[src/rtl/core/sle_pkg.sv]
// Shared constants, event codes and the scancode-to-ASCII key map for the line editor.
`timescale 1ns / 1ps

package sle_pkg;

	localparam int unsigned SCAN_W = 8;
	localparam int unsigned CHAR_W = 7;
	localparam int unsigned EVENT_W = 2;
	localparam int unsigned LEN_W = 9;

	// Scan code set 1 bytes with a meaning of their own.
	localparam logic [SCAN_W-1:0] CODE_PREFIX = 8'hE0;
	localparam logic [SCAN_W-1:0] CODE_DELETE = 8'h53;
	localparam logic [SCAN_W-1:0] CODE_BACKSPACE = 8'h0E;
	localparam logic [SCAN_W-1:0] CODE_ENTER = 8'h1C;
	localparam logic [SCAN_W-1:0] KEY_MAP_LEN = 8'd58;

	localparam logic [CHAR_W-1:0] CHAR_NEWLINE = 7'h0A;
	localparam logic [CHAR_W-1:0] CHAR_NONE = 7'h00;

	typedef logic [EVENT_W-1:0] event_t;
	localparam event_t EV_NONE = 2'd0;
	localparam event_t EV_APPEND = 2'd1;
	localparam event_t EV_REMOVE = 2'd2;
	localparam event_t EV_FULL = 2'd3;

	// AZERTY map for make codes below KEY_MAP_LEN. Zero means the key has no character.
	function automatic logic [CHAR_W-1:0] key_map(input logic [5:0] code);
		logic [CHAR_W-1:0] ch;
		case (code)
			6'd1:  ch = 7'h1B;  // escape
			6'd2:  ch = 7'h31;
			6'd3:  ch = 7'h32;
			6'd4:  ch = 7'h33;
			6'd5:  ch = 7'h34;
			6'd6:  ch = 7'h35;
			6'd7:  ch = 7'h36;
			6'd8:  ch = 7'h37;
			6'd9:  ch = 7'h38;
			6'd10: ch = 7'h39;
			6'd11: ch = 7'h30;
			6'd12: ch = 7'h2D;
			6'd13: ch = 7'h3D;
			6'd14: ch = 7'h08;
			6'd15: ch = 7'h09;
			6'd16: ch = 7'h61;
			6'd17: ch = 7'h7A;
			6'd18: ch = 7'h65;
			6'd19: ch = 7'h72;
			6'd20: ch = 7'h74;
			6'd21: ch = 7'h79;
			6'd22: ch = 7'h75;
			6'd23: ch = 7'h69;
			6'd24: ch = 7'h6F;
			6'd25: ch = 7'h70;
			6'd26: ch = 7'h5B;
			6'd27: ch = 7'h5D;
			6'd28: ch = 7'h0A;
			6'd30: ch = 7'h71;
			6'd31: ch = 7'h73;
			6'd32: ch = 7'h64;
			6'd33: ch = 7'h66;
			6'd34: ch = 7'h67;
			6'd35: ch = 7'h68;
			6'd36: ch = 7'h6A;
			6'd37: ch = 7'h6B;
			6'd38: ch = 7'h6C;
			6'd39: ch = 7'h6D;
			6'd40: ch = 7'h27;
			6'd41: ch = 7'h60;
			6'd43: ch = 7'h5C;
			6'd44: ch = 7'h77;
			6'd45: ch = 7'h78;
			6'd46: ch = 7'h63;
			6'd47: ch = 7'h76;
			6'd48: ch = 7'h62;
			6'd49: ch = 7'h6E;
			6'd50: ch = 7'h3B;
			6'd51: ch = 7'h2C;
			6'd52: ch = 7'h2E;
			6'd53: ch = 7'h2F;
			6'd55: ch = 7'h2A;
			6'd57: ch = 7'h20;
			default: ch = CHAR_NONE;
		endcase
		return ch;
	endfunction

endpackage

[src/rtl/core/sle_scan_if.sv]
// Input channel carrying one keyboard scancode per beat.
`timescale 1ns / 1ps

interface sle_scan_if;
	logic                      valid;
	logic                      ready;
	logic [sle_pkg::SCAN_W-1:0] scancode;

	modport source (output valid, output scancode, input ready);
	modport sink (input valid, input scancode, output ready);
endinterface

[src/rtl/core/sle_result_if.sv]
// Output channel carrying one edit report per beat.
`timescale 1ns / 1ps

interface sle_result_if;
	logic                       valid;
	logic                       ready;
	logic [sle_pkg::EVENT_W-1:0] event_res;
	logic [sle_pkg::CHAR_W-1:0]  char_code;
	logic [sle_pkg::LEN_W-1:0]   line_length;

	modport source (output valid, output event_res, output char_code, output line_length,
		input ready);
	modport sink (input valid, input event_res, input char_code, input line_length,
		output ready);
endinterface

[src/rtl/core/scancode_line_editor.sv]
// Top level of the scancode line editor: decode, line memory and result register.
`timescale 1ns / 1ps

// Channel   Dir  Payload                               Meaning
// scan      in   scancode[7:0]                         raw set 1 byte, bit 7 marks release
// result    out  event_res[1:0] char_code[6:0]         edit event and its character
//                line_length[8:0]                      line length after the edit
//
// One beat is taken per cycle while scan.ready is high; each gives exactly one result beat.
// The byte is decoded against the live length and prefix flag in the cycle it
// is taken, so the line memory sees one write (append) or one read (remove) per beat.
// The read data comes back in the following stage and then lands in the output register.
// arst_n clears the length, the prefix flag and both valid bits; the memory is not
// cleared, since only entries below the length are ever read. A stalled result holds
// both stages, and scan.ready drops only when both stages are full and result.ready is low.

module scancode_line_editor #(
	parameter int unsigned LINE_CAPACITY = 256
) (
	input  logic                clk,
	input  logic                arst_n,
	sle_scan_if.sink            scan,
	sle_result_if.source        result
);

	localparam int unsigned CNT_W = $clog2(LINE_CAPACITY + 1);
	localparam int unsigned ADDR_W = $clog2(LINE_CAPACITY);
	localparam logic [CNT_W-1:0] CAP_LIMIT = CNT_W'(LINE_CAPACITY);
	// A newline is only taken while more than three slots remain free.
	localparam logic [CNT_W-1:0] ENTER_LIMIT = CNT_W'(LINE_CAPACITY - 3);

	// Architectural state of the editor.
	logic [CNT_W-1:0] count_q;
	logic             prefix_q;

	// Line memory, one character per entry.
	logic [sle_pkg::CHAR_W-1:0] line_mem [LINE_CAPACITY];

	// Stage 1: decoded beat waiting for the memory read data.
	logic                       valid_s1;
	sle_pkg::event_t            event_s1;
	logic [sle_pkg::CHAR_W-1:0] char_s1;
	logic [CNT_W-1:0]           len_s1;
	logic [sle_pkg::CHAR_W-1:0] rd_data_s1;

	// Output register.
	logic                       out_valid_q;
	sle_pkg::event_t            out_event_q;
	logic [sle_pkg::CHAR_W-1:0] out_char_q;
	logic [sle_pkg::LEN_W-1:0]  out_len_q;

	logic accept;
	logic adv_s1;
	logic out_free;

	// Decode results.
	logic                       prefix_d;
	logic [CNT_W-1:0]           count_d;
	sle_pkg::event_t            event_d;
	logic [sle_pkg::CHAR_W-1:0] char_d;
	logic                       wr_en;
	logic                       rd_en;
	logic [ADDR_W-1:0]          wr_addr;
	logic [ADDR_W-1:0]          rd_addr;

	logic [sle_pkg::SCAN_W-1:0] code;
	logic [sle_pkg::CHAR_W-1:0] map_char;
	logic                       do_remove;
	logic                       do_append;
	logic [CNT_W-1:0]           app_limit;
	logic [sle_pkg::CHAR_W-1:0] app_char;
	logic [CNT_W-1:0]           count_dec;
	logic [CNT_W+sle_pkg::LEN_W-1:0] len_wide;

	// Handshake: the output register frees when it is empty or being drained, stage 1
	// moves forward whenever the output register is free, and a new beat enters stage 1
	// whenever stage 1 is empty or moving.
	assign out_free = !out_valid_q || result.ready;
	assign adv_s1 = valid_s1 && out_free;
	assign scan.ready = !valid_s1 || out_free;
	assign accept = scan.valid && scan.ready;

	assign code = scan.scancode;
	assign map_char = (code < sle_pkg::KEY_MAP_LEN) ? sle_pkg::key_map(code[5:0])
		: sle_pkg::CHAR_NONE;
	assign count_dec = count_q - CNT_W'(1);

	// Byte classification. The prefix byte always re-arms the flag; any other byte
	// after a prefix is consumed, deleting only when it is the extended Delete make code.
	always_comb begin
		prefix_d = prefix_q;
		do_remove = 1'b0;
		do_append = 1'b0;
		app_limit = CAP_LIMIT;
		app_char = map_char;
		if (code == sle_pkg::CODE_PREFIX) begin
			prefix_d = 1'b1;
		end else if (prefix_q) begin
			prefix_d = 1'b0;
			do_remove = (code == sle_pkg::CODE_DELETE);
		end else if (code[sle_pkg::SCAN_W-1]) begin
			// Release codes are dropped.
		end else if (code == sle_pkg::CODE_BACKSPACE) begin
			do_remove = 1'b1;
		end else if (code == sle_pkg::CODE_ENTER) begin
			do_append = 1'b1;
			app_limit = ENTER_LIMIT;
			app_char = sle_pkg::CHAR_NEWLINE;
		end else if (map_char != sle_pkg::CHAR_NONE) begin
			do_append = 1'b1;
		end
	end

	// Edit of the length and the memory access it implies.
	always_comb begin
		count_d = count_q;
		event_d = sle_pkg::EV_NONE;
		char_d = sle_pkg::CHAR_NONE;
		wr_en = 1'b0;
		rd_en = 1'b0;
		wr_addr = count_q[ADDR_W-1:0];
		rd_addr = count_dec[ADDR_W-1:0];
		if (do_remove) begin
			if (count_q != '0) begin
				count_d = count_dec;
				event_d = sle_pkg::EV_REMOVE;
				rd_en = 1'b1;
			end
		end else if (do_append) begin
			if (count_q < app_limit) begin
				count_d = count_q + CNT_W'(1);
				event_d = sle_pkg::EV_APPEND;
				char_d = app_char;
				wr_en = 1'b1;
			end else begin
				event_d = sle_pkg::EV_FULL;
			end
		end
	end

	always_ff @(posedge clk or negedge arst_n) begin
		if (!arst_n) begin
			count_q <= '0;
			prefix_q <= 1'b0;
		end else if (accept) begin
			count_q <= count_d;
			prefix_q <= prefix_d;
		end
	end

	// One access per accepted beat: the write of an append or the read of a removal.
	// A later beat touches the memory only on a later edge, so a removal right after an
	// append reads the character that append already stored.
	always_ff @(posedge clk) begin
		if (accept && wr_en) begin
			line_mem[wr_addr] <= char_d;
		end
		if (accept && rd_en) begin
			rd_data_s1 <= line_mem[rd_addr];
		end
	end

	always_ff @(posedge clk or negedge arst_n) begin
		if (!arst_n) begin
			valid_s1 <= 1'b0;
		end else if (accept) begin
			valid_s1 <= 1'b1;
		end else if (adv_s1) begin
			valid_s1 <= 1'b0;
		end
	end

	always_ff @(posedge clk) begin
		if (accept) begin
			event_s1 <= event_d;
			char_s1 <= char_d;
			len_s1 <= count_d;
		end
	end

	// The reported length is the count masked to the port width.
	assign len_wide = {{sle_pkg::LEN_W{1'b0}}, len_s1};

	always_ff @(posedge clk or negedge arst_n) begin
		if (!arst_n) begin
			out_valid_q <= 1'b0;
		end else if (adv_s1) begin
			out_valid_q <= 1'b1;
		end else if (result.ready) begin
			out_valid_q <= 1'b0;
		end
	end

	always_ff @(posedge clk) begin
		if (adv_s1) begin
			out_event_q <= event_s1;
			out_char_q <= (event_s1 == sle_pkg::EV_REMOVE) ? rd_data_s1 : char_s1;
			out_len_q <= len_wide[sle_pkg::LEN_W-1:0];
		end
	end

	assign result.valid = out_valid_q;
	assign result.event_res = out_event_q;
	assign result.char_code = out_char_q;
	assign result.line_length = out_len_q;

endmodule

[src/flat_wrapper.sv]
// flat-port wrapper written by rule: the top's interface ports become plain ports
module scancode_line_editor_flat 
#(
	parameter int unsigned LINE_CAPACITY = 256
)
  (clk, arst_n, scan_valid, scan_scancode, scan_ready, result_valid, result_event_res, result_char_code, result_line_length, result_ready);
  sle_scan_if scan_i ();
  sle_result_if result_i ();
  input  logic clk;
  input  logic arst_n;
  input wire logic [$bits(scan_i.valid)-1:0] scan_valid;
  input wire logic [$bits(scan_i.scancode)-1:0] scan_scancode;
  output wire logic [$bits(scan_i.ready)-1:0] scan_ready;
  output wire logic [$bits(result_i.valid)-1:0] result_valid;
  output wire logic [$bits(result_i.event_res)-1:0] result_event_res;
  output wire logic [$bits(result_i.char_code)-1:0] result_char_code;
  output wire logic [$bits(result_i.line_length)-1:0] result_line_length;
  input wire logic [$bits(result_i.ready)-1:0] result_ready;
  assign scan_i.valid = scan_valid;
  assign scan_i.scancode = scan_scancode;
  assign scan_ready = scan_i.ready;
  assign result_valid = result_i.valid;
  assign result_event_res = result_i.event_res;
  assign result_char_code = result_i.char_code;
  assign result_line_length = result_i.line_length;
  assign result_i.ready = result_ready;
  scancode_line_editor #(.LINE_CAPACITY(LINE_CAPACITY)) u_core (.clk(clk), .arst_n(arst_n), .scan(scan_i), .result(result_i));
endmodule
[config.mk]
export PLATFORM = sky130hd
export DESIGN_NAME = scancode_line_editor_flat
export DESIGN_NICKNAME = d
export VERILOG_FILES = /design/src/rtl/core/sle_pkg.sv /design/src/rtl/core/sle_scan_if.sv /design/src/rtl/core/sle_result_if.sv /design/src/rtl/core/scancode_line_editor.sv /design/src/flat_wrapper.sv
export SDC_FILE = /design/constraint.sdc
export NUM_CORES = 2
export LEC_CHECK = 0
export ABC_AREA = 1
export CAP_MARGIN = 20
export CORE_ASPECT_RATIO = 1.1
export CORE_MARGIN = 4
export CORE_UTILIZATION = 52
export CTS_CLUSTER_SIZE = 10
export DETAILED_ROUTE_END_ITERATION = 8
export DONT_BUFFER_PORTS = 1
export PLACE_DENSITY = 0.79
export SKIP_CTS_REPAIR_TIMING = 1
export SYNTH_ARGS = -nofsm -noshare
export SYNTH_HDL_FRONTEND = slang
export SYNTH_SLANG_ARGS = --single-unit
[constraint.sdc]
create_clock -name clk -period 35 [get_ports clk]
set_clock_uncertainty 0.05 [all_clocks]
set_input_delay 8.75 -clock clk [delete_from_list [all_inputs] [get_ports clk]]
set_output_delay 8.75 -clock clk [all_outputs]
set_load 0.01 [all_outputs]
# --- Yosys cells after proc, flatten, opt, wreduce, memory -nomap -nowiden ---
# Memory sizes are Yosys's and may differ from the RTL's. A register that Yosys moved wholly into a read port is not among the register bits.
# Index checks and enable logic that the tools add are counted.
totals:
  reg_bits: 48
  ram_bits: 1792
  mem_bits_ro: 448
  in_bits: 12
  output_inout_bits: 20
  elab_cells: 78
  memories: 2
mem_list:
  columns: ["memory", "words", "width", "rd", "rd_clocked_by_memory_dff", "wr", "line", "text"]
  rows:
  - ["u_core.line_mem", 256, 7, 1, 1, 1, "scancode_line_editor.sv:37", "logic [sle_pkg::CHAR_W-1:0] line_mem [LINE_CAPACITY];"]
  - ["(no name shown)", 64, 7, 1, 0, 0, "sle_pkg.sv:30", "case (code)"]
classes:
  add_sub_neg: 2
  n_lt_le_gt_ge: 2
  eq_ne: 5
  muxes: 45
  n_reduce_logical: 12
ops:
  columns: ["cell", "n"]
  rows:
  - ["9-bit 2-to-1 mux", 9]
  - ["7-bit 2-to-1 mux", 10]
  - ["1-bit 2-to-1 mux", 22]
  - ["9-bit by 1-bit adder with 9-bit output (second input constant)", 1]
  - ["9-bit less-than comparator", 1]
  - ["9-bit nonzero test", 1]
  - ["9-bit by 1-bit subtractor with 9-bit output (second input constant)", 1]
  - ["8-bit by 4-bit == test with 1-bit output (second input constant)", 1]
  - ["8-bit by 5-bit == test with 1-bit output (second input constant)", 1]
  - ["8-bit by 7-bit == test with 1-bit output (second input constant)", 1]
  - ["8-bit == test (second input constant)", 1]
  - ["8-bit by 6-bit less-than comparator with 1-bit output (second input constant)", 1]
  - ["2-bit 2-to-1 mux", 4]
  - ["7-bit nonzero test", 1]
  - ["1-bit logical AND", 4]
  - ["2-bit nonzero test", 2]
  - ["2-bit == test (second input constant)", 1]
  - ["1-bit zero test", 2]
  - ["1-bit logical OR", 2]

# --- Longest topological paths before layout ---
depth:
  ltp_word: 14
  depth_mapped: 24
  mapped_depth_nobuf: 24

# --- Worst setup path after synthesis ---
# Ideal clock, no wire load.
synth_path:
  path_type: "input to register"
  startpoint: "in scan_scancode[1]"
  endpoint: "reg u_core.char_s1[2] (netlist name) (data pin)"
  setup_ns: 2.109
  arrival_ns: 20.536
  required_ns: 32.841
  path_slack_ns: 12.305
  path_stages: 18
  path_buffers: 0
  cell_sequence: "inv_1 > ha_1 > inv_1 > nor3_1 > nand4_1 > nand2_1 > nor2_1 > inv_1 > ha_1 > nand2_1 > inv_1 > nand3_1 > inv_1 > a21oi_1 > nand2_1 > clkinv_1 > nand3_4 > nor3_1"
synth_between:
  elab_chain_len: 11
  elab_cells_between_ends: 32
  classes_between: "2 x order compare; 4 x eq/ne; 24 x mux; 1 x reduce/logical; 1 x memory"
synth_lines:
  columns: ["element", "line", "text"]
  rows:
  - ["start: declaration", "flat_wrapper.sv:12", "input wire logic [$bits(scan_i.scancode)-1:0] scan_scancode;"]
  - ["memory 64 x 7 bit or 8-bit by 6-bit less-than comparator with 1-bit output (tied branches)", null, null]
  - ["7-bit 2-to-1 mux", "scancode_line_editor.sv:84", "assign map_char = (code < sle_pkg::KEY_MAP_LEN) ? sle_pkg::key_map(code[5:0])"]
  - ["7-bit nonzero test", "scancode_line_editor.sv:109", "end else if (map_char != sle_pkg::CHAR_NONE) begin"]
  - ["1-bit 2-to-1 mux", "scancode_line_editor.sv:109", null]
  - ["1-bit 2-to-1 mux", "scancode_line_editor.sv:105", "end else if (code == sle_pkg::CODE_ENTER) begin"]
  - ["1-bit 2-to-1 mux", "scancode_line_editor.sv:103", "end else if (code == sle_pkg::CODE_BACKSPACE) begin"]
  - ["1-bit 2-to-1 mux", "scancode_line_editor.sv:101", "end else if (code[sle_pkg::SCAN_W-1]) begin"]
  - ["1-bit 2-to-1 mux", "scancode_line_editor.sv:98", "end else if (prefix_q) begin"]
  - ["1-bit 2-to-1 mux", "scancode_line_editor.sv:96", "if (code == sle_pkg::CODE_PREFIX) begin"]
  - ["7-bit 2-to-1 mux", "scancode_line_editor.sv:129", "end else if (do_append) begin"]
  - ["7-bit 2-to-1 mux *", "scancode_line_editor.sv:123", "if (do_remove) begin"]
  - ["net u_core.char_d (one bit)", "scancode_line_editor.sv:60", "logic [sle_pkg::CHAR_W-1:0] char_d;"]
  - ["end signal: assignment", "scancode_line_editor.sv:176", "char_s1 <= char_d;"]
  - ["end: declaration", "scancode_line_editor.sv:42", "logic [sle_pkg::CHAR_W-1:0] char_s1;"]
# Mark *: on every way through the listed nets, which the timed path passes. The rest lies on a longest branch.
# A chain may end at the register's enable or synchronous reset.

# --- Final worst setup path ---
layout_path:
  startpoint: "in result_ready"
  endpoint: "out scan_ready"
layout_between:
  elab_chain_len: 2
layout_lines:
  columns: ["element", "line", "text"]
  rows:
  - ["start: declaration", "flat_wrapper.sv:18", "input wire logic [$bits(result_i.ready)-1:0] result_ready;"]
  - ["1-bit logical OR", "scancode_line_editor.sv:78", "assign out_free = !out_valid_q || result.ready;"]
  - ["1-bit logical OR", "scancode_line_editor.sv:80", "assign scan.ready = !valid_s1 || out_free;"]
  - ["end: declaration", "flat_wrapper.sv:13", "output wire logic [$bits(scan_i.ready)-1:0] scan_ready;"]
# No other way between the ends.

==> flow_summary.json <==
{
  "cp.arrival_ns": 8.99,
  "rsz0062_at_grt": "false",
  "max_freq_mhz": 56.2,
  "initial_core_util_pct": 52.3,
  "violations": "design-rule violations",
  "num_vias": 50700,
  "final_cell_mix": "1,835 x edfxtp_1, 1,195 x nor2_1, 914 x o21ai_0",
  "via_per_inst": 6.33,
  "dieArea_sq_mm": 0.151,
  "layout_commonest_cell": "edfxtp_1",
  "track_usage_pct": 25.6,
  "final_max_slew_viol_count": 0,
  "routedWlPerCell_um": 24.5,
  "critical_path.top_delay_family": "simple AND/OR/NAND/NOR gates",
  "clkTransAtPathRegs_ns": 0.05,
  "syn_inst": 6215,
  "first_iter_violations": 8038,
  "place_ws_ns": 17.20,
  "synth-seq-area-share_pct": 73.6,
  "syn_area_sq_mm": 0.0752,
  "grt_pass1_vias": 49300,
  "synth-seq-cells": 1847,
  "dp_hpwl_um": 108000,
  "fp.dieW_um": 371,
  "end_kind": "output pin",
  "wl_um": 196000,
  "placement.io_buffers": 0,
  "synth_cell_types": 33,
  "crit_type": "input pin to output pin",
  "fin_crit_sh_pct": 50.8,
  "crit_buf_inv": 1,
  "area_growth_pct": 9.08,
  "antenna_found_initial": 6,
  "synth_nets": 6252,
  "drtAntennaViolNets": 0,
  "vdd_drop_max_mv": 0.113,
  "timing.hold.ws_ns": 0.368,
  "maxCapViolations": 0,
  "hp-class": "flip-flop to flip-flop",
  "cts_buffers": 203,
  "setup-violations-final": 0,
  "clk_latency_ns": 0.83,
  "core-area_sq_mm": 0.144,
  "fin_nets": 6088,
  "cts_htree_levels": 4,
  "cts_tree": "built",
  "ys_warn_count": 0,
  "setup_slack_ns": 17.21,
  "crit_slowest_cell": "nand3_1",
  "hp-start": "u_core.len_s1[2]",
  "first_pass_iters": 9,
  "worstSetupStartpointType": "input pin",
  "syn_area_per_cell_sq_um": 12.1,
  "critPathMaxStageDelay_ns": 0.18,
  "drc": 1,
  "power_leakage_nw": 27.4,
  "startpoint": "result_ready",
  "worst_slew_pin_slew_ns": 1.29,
  "pwr_density_cell_mw_per_mm2": 87.8,
  "worstPathRequired_ns": 26.20,
  "layout-drive-gt1-share_pct": 5.54,
  "ios": 32,
  "clk_root_buffer_cell": "clkbuf_16",
  "grt-ovfl-total": 0,
  "grt_start_max_net_pins": 274,
  "place_congestion": 0.923,
  "status": "finished with violations",
  "dieHeight_um": 407,
  "r2r_start": "u_core.count_q[0]",
  "slew_headroom_pct": 13.9,
  "cp_max_fo": 3,
  "min_period_ns": 17.79,
  "grt_pass1_wl_um": 294000,
  "setup_tns_ns": 0,
  "cts.sinks": 1847,
  "rows": 146,
  "hold_violations": 0,
  "path_cells": "inv_1 > nand3_1",
  "clk_path_buf_depth": 3
}
cell usage after synthesis:
cell	count	share of area, %
nor2_2	1	0.0083
nand2_2	6	0.050
o22ai_1	448	3.7
dfrtp_1	12	0.40
buf_2	25	0.17
nor3_2	1	0.013
nor2_8	1	0.027
xor2_1	11	0.13
nand2_4	1	0.015
mux2_2	7	0.10
nand4_1	7	0.058
nand3_4	4	0.093
nand2_1	754	3.8
inv_1	67	0.33
or2_2	2	0.017
a21oi_2	1	0.012
o211ai_1	4	0.040
edfxtp_1	1835	73
o21ai_0	914	6.1
nor3_1	22	0.15
inv_2	3	0.015
ha_1	25	0.42
xnor2_1	3	0.035
clkbuf_1	372	1.9
buf_8	1	0.020
buf_6	5	0.075
clkinv_1	5	0.025
buf_1	30	0.15
a21oi_1	11	0.073
nand3_1	433	2.9
and2_1	3	0.025
nor2_1	1196	6.0
buf_4	5	0.050
registers in the layout, indices dropped and copies added, names as in the netlist:
register and flops:
u_core.len_s1 9, u_core.result.char_code 7, u_core.result.event_res 2, u_core.count_q 9
u_core.rd_data_s1 7, u_core.result.line_length 9, u_core.prefix_q 1, u_core.line_mem 1792
u_core.result.valid 1, u_core.valid_s1 1, u_core.event_s1 2, u_core.char_s1 7
where the power goes:
group | internal (mW) | switching [mW]
Clock | 1.03 | 0.789
Sequential | 2.45 | 0.0294
Combinational | 0.751 | 2.15
final cells by class:
class,count,area [sq um]
diodes,6,15.0
clock buffers,219,5180
clock inverters,16,194
fillers,11000,61900
inverters,75,304
multi-input cells,3855,17900
flip-flops and latches,1847,55400
well taps,1924,2410
repair buffers,69,628
layer usage:
layer	GRT usage [%]	wire length [um]	vias to the layer above
met5	0	49	-
met4	14.3	11300	8
met3	5.93	24100	678
met2	40.1	90800	3706
met1	33.2	70100	24200
li1	-	-	22100
metrics by stage:
step	cell area, sq um	util (%)	cells	total power [mW]
2_1_floorplan	75200	-	6215	4.33
3_3_place_gp	76700	53.3	7768	5.23
3_5_place_dp	76700	53.3	7769	5.29
4_1_cts	82100	57.0	8004	7.10
5_1_grt	82100	57.0	8005	7.50
6_report	82100	57.0	8011	7.20
worst paths after layout:
kind / depth (start not counted) / slack [ns] / endpoint
hold / removal: 0 / 0.37 / u_core.result.line_length[2]
max in group asynchronous: 0 / 27.26 / u_core.count_q[0]
setup / recovery: 2 / 17.21 / scan_ready
hold reg to reg: 0 / 0.37 / u_core.result.line_length[2]
min in group asynchronous: 0 / 7.56 / u_core.count_q[0]
setup reg to reg: 14 / 28.69 / u_core.rd_data_s1[1]
kinds of logic after synthesis:
kind of cell,Yosys count,synth area share [%]
DFF,1847,73.6
buffers and inverters,513,2.69
xor gates and xnor gates,14,0.163
adders and majority gates,25,0.416
and+or+nand+nor,2431,13.1
AOI/OAI and AO/OA,1378,9.93
muxes,7,0.105
(Power assumes the default switching activity.)
